--- config.mk ---
export PLATFORM = sky130hd
export DESIGN_NAME = fspa_div
export DESIGN_NICKNAME = d
export VERILOG_FILES = /design/src/fspa_pkg.sv /design/src/fspa_div.sv
export SDC_FILE = /design/constraint.sdc
export NUM_CORES = 1
export LEC_CHECK = 0
export ABC_AREA = 1
export BUFFER_PORTS_ARGS = -buffer_cell sky130_fd_sc_hd__buf_4
export CAP_MARGIN = 20
export CORE_ASPECT_RATIO = 0.5
export CORE_MARGIN = 2
export CORE_UTILIZATION = 45
export CTS_CLUSTER_SIZE = 8
export DETAILED_ROUTE_END_ITERATION = 8
export PLACE_DENSITY_LB_ADDON = 0.1
export REMOVE_ABC_BUFFERS = 1
export SKIP_CTS_REPAIR_TIMING = 1
export SLEW_MARGIN = 20
export SYNTH_ARGS = -nofsm -noshare
export SYNTH_HDL_FRONTEND = slang
export SYNTH_SLANG_ARGS = --single-unit
--- constraint.sdc ---
create_clock -name clk -period 3.6 [get_ports clk]
set_input_delay 0.54 -clock clk [delete_from_list [all_inputs] [get_ports clk]]
set_output_delay 0.54 -clock clk [all_outputs]
set_load 0.1 [all_outputs]
--- src/fspa_pkg.sv ---
// ----------------------------------------------------------------------------
// fspa_pkg
// Shared widths, codes and handshake types of the fixed slot pool allocator.
// ----------------------------------------------------------------------------
package fspa_pkg;

	localparam int ELEM_W    = 17;
	localparam int ALIGN_W   = 13;
	localparam int TOTAL_W   = 11;
	localparam int USED_W    = 11;
	localparam int STRIDE_W  = 17;
	localparam int DIV_W     = 17;
	localparam int STEP_W    = 5;
	localparam int CFG_IDX_W = 3;

	localparam logic [ELEM_W-1:0]  MIN_STRIDE  = ELEM_W'(8);
	localparam logic [ELEM_W-1:0]  ELEM_LIMIT  = ELEM_W'(65536);
	localparam logic [ALIGN_W-1:0] ALIGN_LIMIT = ALIGN_W'(4096);
	localparam logic [USED_W-1:0]  USED_LIMIT  = USED_W'(2047);

	localparam logic [1:0] ACT_ALLOC = 2'd0;
	localparam logic [1:0] ACT_FREE  = 2'd1;

	localparam logic [1:0] STAT_DONE      = 2'd0;
	localparam logic [1:0] STAT_EMPTY     = 2'd1;
	localparam logic [1:0] STAT_NOT_OWNED = 2'd2;

	localparam logic [CFG_IDX_W-1:0] CFG_ELEMENT = 3'd0;
	localparam logic [CFG_IDX_W-1:0] CFG_ALIGN   = 3'd1;
	localparam logic [CFG_IDX_W-1:0] CFG_TOTAL   = 3'd2;
	localparam logic [CFG_IDX_W-1:0] CFG_BASE    = 3'd3;

	typedef enum logic [3:0] {
		SQ_STR_GO,
		SQ_STR_DIV,
		SQ_STR_FIN,
		SQ_SPAN,
		SQ_CLEAR,
		SQ_IDLE,
		SQ_ALLOC_MUL,
		SQ_ALLOC_ADD,
		SQ_OFFSET,
		SQ_RANGE,
		SQ_OWN_DIV,
		SQ_OWN_FIN,
		SQ_DONE
	} seq_state_t;

	typedef struct packed {
		logic                start;
		logic [DIV_W-1:0]    rem;
		logic [DIV_W-1:0]    bits;
		logic [DIV_W-1:0]    divisor;
		logic [STEP_W-1:0]   steps;
	} div_req_t;

	typedef struct packed {
		logic                done;
		logic [DIV_W-1:0]    rem;
		logic [DIV_W-1:0]    quo;
	} div_rsp_t;

endpackage

--- src/fspa_div.sv ---
// ----------------------------------------------------------------------------
// fspa_div
// Shared restoring divider, one quotient bit per cycle. The partial remainder
// starts below the divisor and the dividend bits shift in from the top.
// ----------------------------------------------------------------------------
module fspa_div import fspa_pkg::*; (
	input  logic     clk,
	input  logic     arst_n,
	input  div_req_t req,
	output div_rsp_t rsp
);

	logic [DIV_W-1:0]  rem_q;
	logic [DIV_W-1:0]  bits_q;
	logic [DIV_W-1:0]  dvsr_q;
	logic [STEP_W-1:0] cnt_q;
	logic              busy_q;
	logic              done_q;
	logic [DIV_W:0]    trial;
	logic [DIV_W:0]    diff;
	logic              ge;

	assign trial = {rem_q, bits_q[DIV_W-1]};
	assign diff  = trial - {1'b0, dvsr_q};
	assign ge    = trial >= {1'b0, dvsr_q};

	always_ff @(posedge clk or negedge arst_n) begin
		if (!arst_n) begin
			rem_q  <= '0;
			bits_q <= '0;
			dvsr_q <= '0;
			cnt_q  <= '0;
			busy_q <= 1'b0;
			done_q <= 1'b0;
		end else begin
			done_q <= 1'b0;
			if (req.start) begin
				rem_q  <= req.rem;
				bits_q <= req.bits;
				dvsr_q <= req.divisor;
				cnt_q  <= req.steps;
				busy_q <= 1'b1;
			end else if (busy_q) begin
				rem_q  <= ge ? diff[DIV_W-1:0] : trial[DIV_W-1:0];
				bits_q <= {bits_q[DIV_W-2:0], ge};
				cnt_q  <= cnt_q - 1'b1;
				if (cnt_q == STEP_W'(1)) begin
					busy_q <= 1'b0;
					done_q <= 1'b1;
				end
			end
		end
	end

	assign rsp.done = done_q;
	assign rsp.rem  = rem_q;
	assign rsp.quo  = bits_q;

endmodule

==> metrics.md, run 1 <==
| Metric | Value |
|---|---|
| Die height | `69.9 um` |
| HPWL after DPL | `7290 um` |
| Worst Setup End Kind | `flip-flop` |
| Layout cells sized above 1 | `0.242` |
| CP Class | `reg -> reg` |
| Filler cells | `809` |
| Fin crit share | `0.617` |
| CP Max Fanout | `17` |
| Largest net degree at the start of global routing | `77` |
| Core Footprint | `8200 um2` |
| Critical path launch point | `bits_q[16]$_DFFE_PN0P_` |
| CP required | `3.81 ns` |
| Netlist cell types | `36` |
| # DRC | `0` |
| Initial Util | `0.476` |
| Die ar. | `9490 um2` |
| P_leak | `2.64 nW` |
| Post-Synthesis Cells | `522` |
| Site Rows | `23` |
| Port Buffer Count | `93` |
| Clk_lat worst skew | `0.33 ns` |
| Yosys top cell area share | `0.371` |
| Tmin final | `approximately 2.2 ns` |
| Net count, final | `slightly below 700` |
| Die Wd | `about 140 um` |
| IO Pins | `94` |
| Clock Tree Buf Depth | `2` |
| Post-synth EDFFs | `0` |
| CTS H-tree depth | `3` |
| CTS clk-pin slew, worst paths | `0.05 ns` |
| TritonCTS buffer count | `9` |
| Clock sinks | `58` |
| Pwr Density | `963 nW/um2` |
| Vias/cell | `slightly below 5` |
| Status | `complete, no violations` |
| Most frequent cell after synthesis | `nand2_1` |
| Relative slew slack | `0.501` |
| Startpoint types | `flip-flop` |
| RSZ-0062 raised after global routing | `false` |
| DR WL/cell | `~14 um` |
| Worst Tran Pin Value | `0.749 ns` |
| Mapped Area | `3910 um2` |
| Synth top cells by count | `nand2_1 (166), inv_1 (72), dfrtp_1 (58)` |
| CTS tree | `built` |
| Setup WS post-layout | `1.38 ns` |
| DP Cell Count | `712` |
| Top cells by area, synth | `dfrtp_1 (37%), nand2_1 (16%), inv_1 (6.9%)` |
| Via count | `3,610` |
| Antenna violations before repair | `0` |
| Arr. time, crit path | `2.44 ns` |
| 1st-iter DRT viols | `208` |
| Antenna diodes | `0` |
| Vias in the first global route | `3,453` |
| Most used DFF post-synth | `dfrtp_1` |
| Final Max Slew Viols | `0` |
| Global-route wire length before repair | `17,000 um` |
| Worst r2r src | `bits_q[16]$_DFFE_PN0P_` |
| GRT overflow | `0` |
| Warnings from Yosys | `0` |
| Number of synthesized register bits | `58` |
| Sequential share of the synthesized area | `0.371` |
| Finished Layout Cells | `728` |
| Pre-CTS WS | `1.39 ns` |
| DRT antenna net count | `0` |
| Final setup violation count | `0` |
| Root Driver | `clkbuf_16` |
| Max-cap viol count | `0` |
| Drt total wl | `10,200 um` |
| Fmax | `between 0.4 and 0.5 GHz` |
| Layout overhead on the synthesized area | `27.7%` |
| Syn avg cell area | `7.49 um2` |
| Hold Path Class | `in -> async` |
| Worst vdd ir | `0.405 mV` |
| Area leader, netlist | `dfrtp_1` |
| Gr usage total | `0.229` |
| Clock Skew | `0.00859 ns` |
| Hold Vio Cnt, Final | `0` |
| Routability cong. | `between 0.9 and 1` |
| Drt first pass iters | `4` |
| FFs w/ async S/R, synth | `1.00` |
| Setup TNS | `0 ns` |
-- placed cells by master, fill, tap and decap left out, drive strengths merged --
cell type | Yosys | routed
inv | 75 | 75
ha | 19 | 19
fa | 1 | 1
o21ai | 18 | 18
buf | 9 | 96
nand3b | 12 | 12
dfrtp | 58 | 58
nand3 | 39 | 39
a22oi | 20 | 20
a21oi | 10 | 10
nor2 | 23 | 23
nand4 | 6 | 6
nand2 | 186 | 186
o21bai | 3 | 3
o221ai | 7 | 7
xor2 | 2 | 2
clkinv | 1 | 3
o211ai | 9 | 9
bufinv | 0 | 2
clkbuf | 9 | 11
nor3 | 4 | 4
or2 | 2 | 2
and2 | 1 | 1
clkinvlp | 0 | 1
xnor2 | 8 | 8
-- layer usage --
| layer | track usage | wire (um) |
|---|---|---|
| met5 | 0 | 0 |
| met3 | 0.0646 | 611 |
| met2 | 0.332 | 4310 |
| met1 | 0.331 | 5190 |
| met4 | 0.0660 | 80 |
-- logic make-up after synthesis --
kind of cell               share of synthesized area
xor gates and xnor gates                      0.0224
buffers and inverters                         0.0993
AOI/OAI and AO/OA                              0.113
adders and majority gates                     0.0660
DFF                                            0.371
and+or+nand+nor                                0.328
-- worst paths after layout --
check,end,slack [ns],cells past startpoint
worst max-delay path,rem_q[14]$_DFFE_PN0P_,1.38,12
worst min-delay path,cnt_q[2]$_DFFE_PN0P_,0.27,1
worst max register to register,rem_q[14]$_DFFE_PN0P_,1.38,12
worst min register to register,dvsr_q[0]$_DFFE_PN0P_,0.48,2
max in group asynchronous,dvsr_q[16]$_DFFE_PN0P_,2.82,1
min in group clk,dvsr_q[7]$_DFFE_PN0P_,0.41,3
-- registers in the layout (all words and copies together) (netlist names) --
| signal | count |
|---|---|
| cnt_q | 5 |
| busy_q | 1 |
| rem_q | 17 |
| done_q | 1 |
| dvsr_q | 17 |
| bits_q | 17 |
-- metrics by stage --
step,utilization,power (mW),hold slack (ns),area [um2]
2_1_floorplan,-,3.21,0.244,3800
3_3_place_gp,0.569,3.84,0.473,4670
3_5_place_dp,0.569,3.86,0.470,4670
4_1_cts,0.608,4.82,0.299,4990
5_1_grt,0.608,5.13,0.334,4990
6_report,0.608,4.80,0.271,4990
-- area by class of cell --
class,count,area (um2),share of cell area
clock inverters,5,77.6,0.0156
multi-input cells,370,2070,0.415
flip-flops and latches,58,1450,0.291
well taps,112,140,0.0281
inverters,76,285,0.0572
clock buffers,11,243,0.0487
repair buffers,96,721,0.144
-- power breakdown --
group / internal, mW / leakage [nW] / total (mW) / switching, mW
logic: 0.841 / 1.79 / 2.93 / 2.08
clock network: 0.621 / 0.156 / 0.922 / 0.301
registers: 0.805 / 0.698 / 0.956 / 0.151
total: 2.27 / 2.64 / 4.80 / 2.54
-- worst max-delay path, cell delays in order, from the launching register on --
cell,delay (ns)
dfrtp_1,0.37
inv_1,0.10
ha_1,0.15
inv_1,0.07
fa_1,0.44
nand3_1,0.15
nand3_2,0.12
nand2_4,0.22
nand2_8,0.16
nand2_2,0.14
nand2_1,0.07
nand2_1,0.06
nand2_1,0.04
Note: power is estimated with default switching activity, not from simulation.
==> inputs of run 2 (changes only) <==
==> constraint.sdc (replaced) <==
create_clock -name clk -period 2.3 [get_ports clk]
set_input_delay 0.345 -clock clk [delete_from_list [all_inputs] [get_ports clk]]
set_output_delay 0.345 -clock clk [all_outputs]
set_load 0.1 [all_outputs]
==> metrics.md, run 2 (synthesis results as in run 1) <==
| Metric | Value |
|---|---|
| Root Driver | `clkbuf_16` |
| Worst Setup End Kind | `flip-flop` |
| Worst vdd ir | `0.656 mV (+62%)` |
| CP Max Fanout | `4 (-13)` |
| HPWL after DPL | `7760 um (+6.4%)` |
| Die ar. | `9490 um2 (unchanged)` |
| Setup crit end | `rem_q[8]$_DFFE_PN0P_` |
| Largest net degree at the start of global routing | `59 (-23%)` |
| DRT antenna net count | `0 (unchanged)` |
| RSZ-0062 raised after global routing | `false` |
| Relative slew slack | `0.509 (+0.00876)` |
| Core Util, Final | `0.616 (+0.00763)` |
| CTS H-tree depth | `3 (unchanged)` |
| Status | `complete, no violations` |
| Max-cap viol count | `0 (unchanged)` |
| Routability cong. | `0.967 (+6.2%)` |
| Antenna violations before repair | `0 (unchanged)` |
| Layout cells sized above 1 | `0.261 (+0.0189)` |
| DP Area | `4760 um2 (+2.0%)` |
| CTS clk-pin slew, worst paths | `0.05 ns (about the same)` |
| Die Wd | `136 um (unchanged)` |
| Net count, final | `699 (+1.3%)` |
| DR WL/cell | `14.0 um (about the same)` |
| Commonest non-fill, non-tap cell in the layout | `nand2_1` |
| Die height | `69.9 um (unchanged)` |
| GRT overflow | `0 (unchanged)` |
| Vias in the first global route | `3,558 (+3.0%)` |
| Fin crit share | `0.922 (+0.304)` |
| Fmax | `0.472 GHz (+4.8%)` |
| Drt first pass iters | `4 (unchanged)` |
| 1st-iter DRT viols | `278 (+34%)` |
| Startpoint types | `flip-flop` |
| Cell area after layout | `5050 um2 (+1.3%)` |
| CTS tree | `built` |
| Hold Vio Cnt, Final | `0 (unchanged)` |
| Global-route wire length before repair | `17,500 um (+2.6%)` |
| Critical path launch point | `bits_q[16]$_DFFE_PN0P_` |
| # DRC | `0 (unchanged)` |
| Layout overhead on the synthesized area | `29.3%` |
| Initial Util | `0.476 (unchanged)` |
| Pre-CTS WS | `0.120 ns (-1.28 ns)` |
| Highest-count cells in the layout ignoring fill and taps | `nand2_1 (166), buf_4 (103), inv_1 (72), dfrtp_1 (58), nand3_1 (33)` |
| CP Class | `reg -> reg` |
| Site Rows | `23 (unchanged)` |
| Core Footprint | `8200 um2 (unchanged)` |
| Final Max Slew Viols | `0 (unchanged)` |
| TritonCTS buffer count | `9 (unchanged)` |
| CP required | `2.52 ns (-1.29 ns)` |
| Drt total wl | `10,300 um (+1.3%)` |
| Via count | `3,689 (+2.2%)` |
| Clock Skew | `0.00472 ns (-0.00387 ns)` |
| Largest regs | `bits_q x17, dvsr_q x17, rem_q x17` |
| Clock sinks | `58 (unchanged)` |
| Final setup violation count | `0 (unchanged)` |
| Clock Tree Buf Depth | `2 (unchanged)` |
| Register-to-Register Path Depth | `12 (unchanged)` |
| Pwr Density | `1480 nW/um2 (+53%)` |
| FF-to-FF End | `rem_q[8]$_DFFE_PN0P_` |
| WHS | `0.0715 ns (-0.200 ns)` |
| Worst r2r src | `bits_q[16]$_DFFE_PN0P_` |
| Hold Path Class | `in -> async` |
| FF-to-FF setup slack | `0.18 ns (-1.20 ns)` |
| Vias/cell | `5.01 (+0.94%)` |
| P_leak | `2.67 nW (+1.1%)` |
| Antenna diodes | `0 (unchanged)` |
| Arr. time, crit path | `2.34 ns (-0.10 ns)` |
| Gr usage total | `0.233 (+0.00426)` |
| Clk_lat worst skew | `0.33 ns (about the same)` |
| Setup WS post-layout | `0.181 ns (-1.20 ns)` |
| Tmin final | `2.12 ns (-0.102 ns)` |
| Port Buffer Count | `93 (unchanged)` |
| Worst Tran Pin Value | `0.736 ns (-0.0131 ns)` |
| IO Pins | `94 (unchanged)` |
run 2: cell count changes in the layout (fill, tap and decap cells not counted):
cell / before / now
buf_12: 0 / 2
buf_4: 96 / 103
bufinv_16: 2 / 0
clkinv_2: 2 / 3
clkinvlp_4: 1 / 2
fa_1: 1 / 0
fa_2: 0 / 1
ha_1: 19 / 17
ha_2: 0 / 2
nand3_1: 35 / 33
nand3_2: 4 / 6
run 2: worst min path at each step:
stage | startpoint | to | slack [ns] | depth (start not counted)
4_1_cts | arst_n | cnt_q[3]$_DFFE_PN0P_ | 0.11 | 1
3_5_place_dp | arst_n | cnt_q[3]$_DFFE_PN0P_ | 0.46 | 1
3_3_place_gp | arst_n | cnt_q[2]$_DFFE_PN0P_ | 0.46 | 1
6_report | arst_n | cnt_q[3]$_DFFE_PN0P_ | 0.07 | 1
5_1_grt | arst_n | cnt_q[4]$_DFFE_PN0P_ | 0.15 | 1
2_1_floorplan | arst_n | bits_q[0]$_DFFE_PN0P_ | 0.05 | 0
run 2: worst max-delay path, cell delays in order, from the launching register on:
cell     delay (ns)
dfrtp_1        0.37
inv_1          0.10
ha_1           0.16
inv_1          0.07
fa_2           0.39
nand3_1        0.13
nand3_2        0.12
nand2_1        0.08
nand2_1        0.08
xnor2_1        0.31
nand2_2        0.08
nand3_1        0.07
nand2_1        0.05
run 2: metal layers:
layer,global-route usage,routed length [um]
met1,0.353,5390
met4,0.0440,85
met5,0,0
met2,0.325,4030
met3,0.0726,808
run 2: power breakdown:
part / total, mW / internal [mW] / switching [mW]
Sequential: 1.47 / 1.26 / 0.207
Combinational: 4.77 / 1.43 / 3.34
Clock: 1.22 / 0.751 / 0.468
run 2: area by class of cell:
class,instances,area [um2]
well taps,112,140
multi-input cells,370,2090
repair buffers,105,813
clock buffers,11,243
inverters,76,285
flip-flops and latches,58,1450
clock inverters,5,30.0
fillers,776,3150
run 2: metrics by stage:
stage          cells  setup TNS (ns)  power [mW]
2_1_floorplan    504           -3.46        5.02
3_3_place_gp     721               0        6.18
3_5_place_dp     721               0        6.19
4_1_cts          737               0        7.45
5_1_grt          737               0        8.01
6_report         737               0        7.46
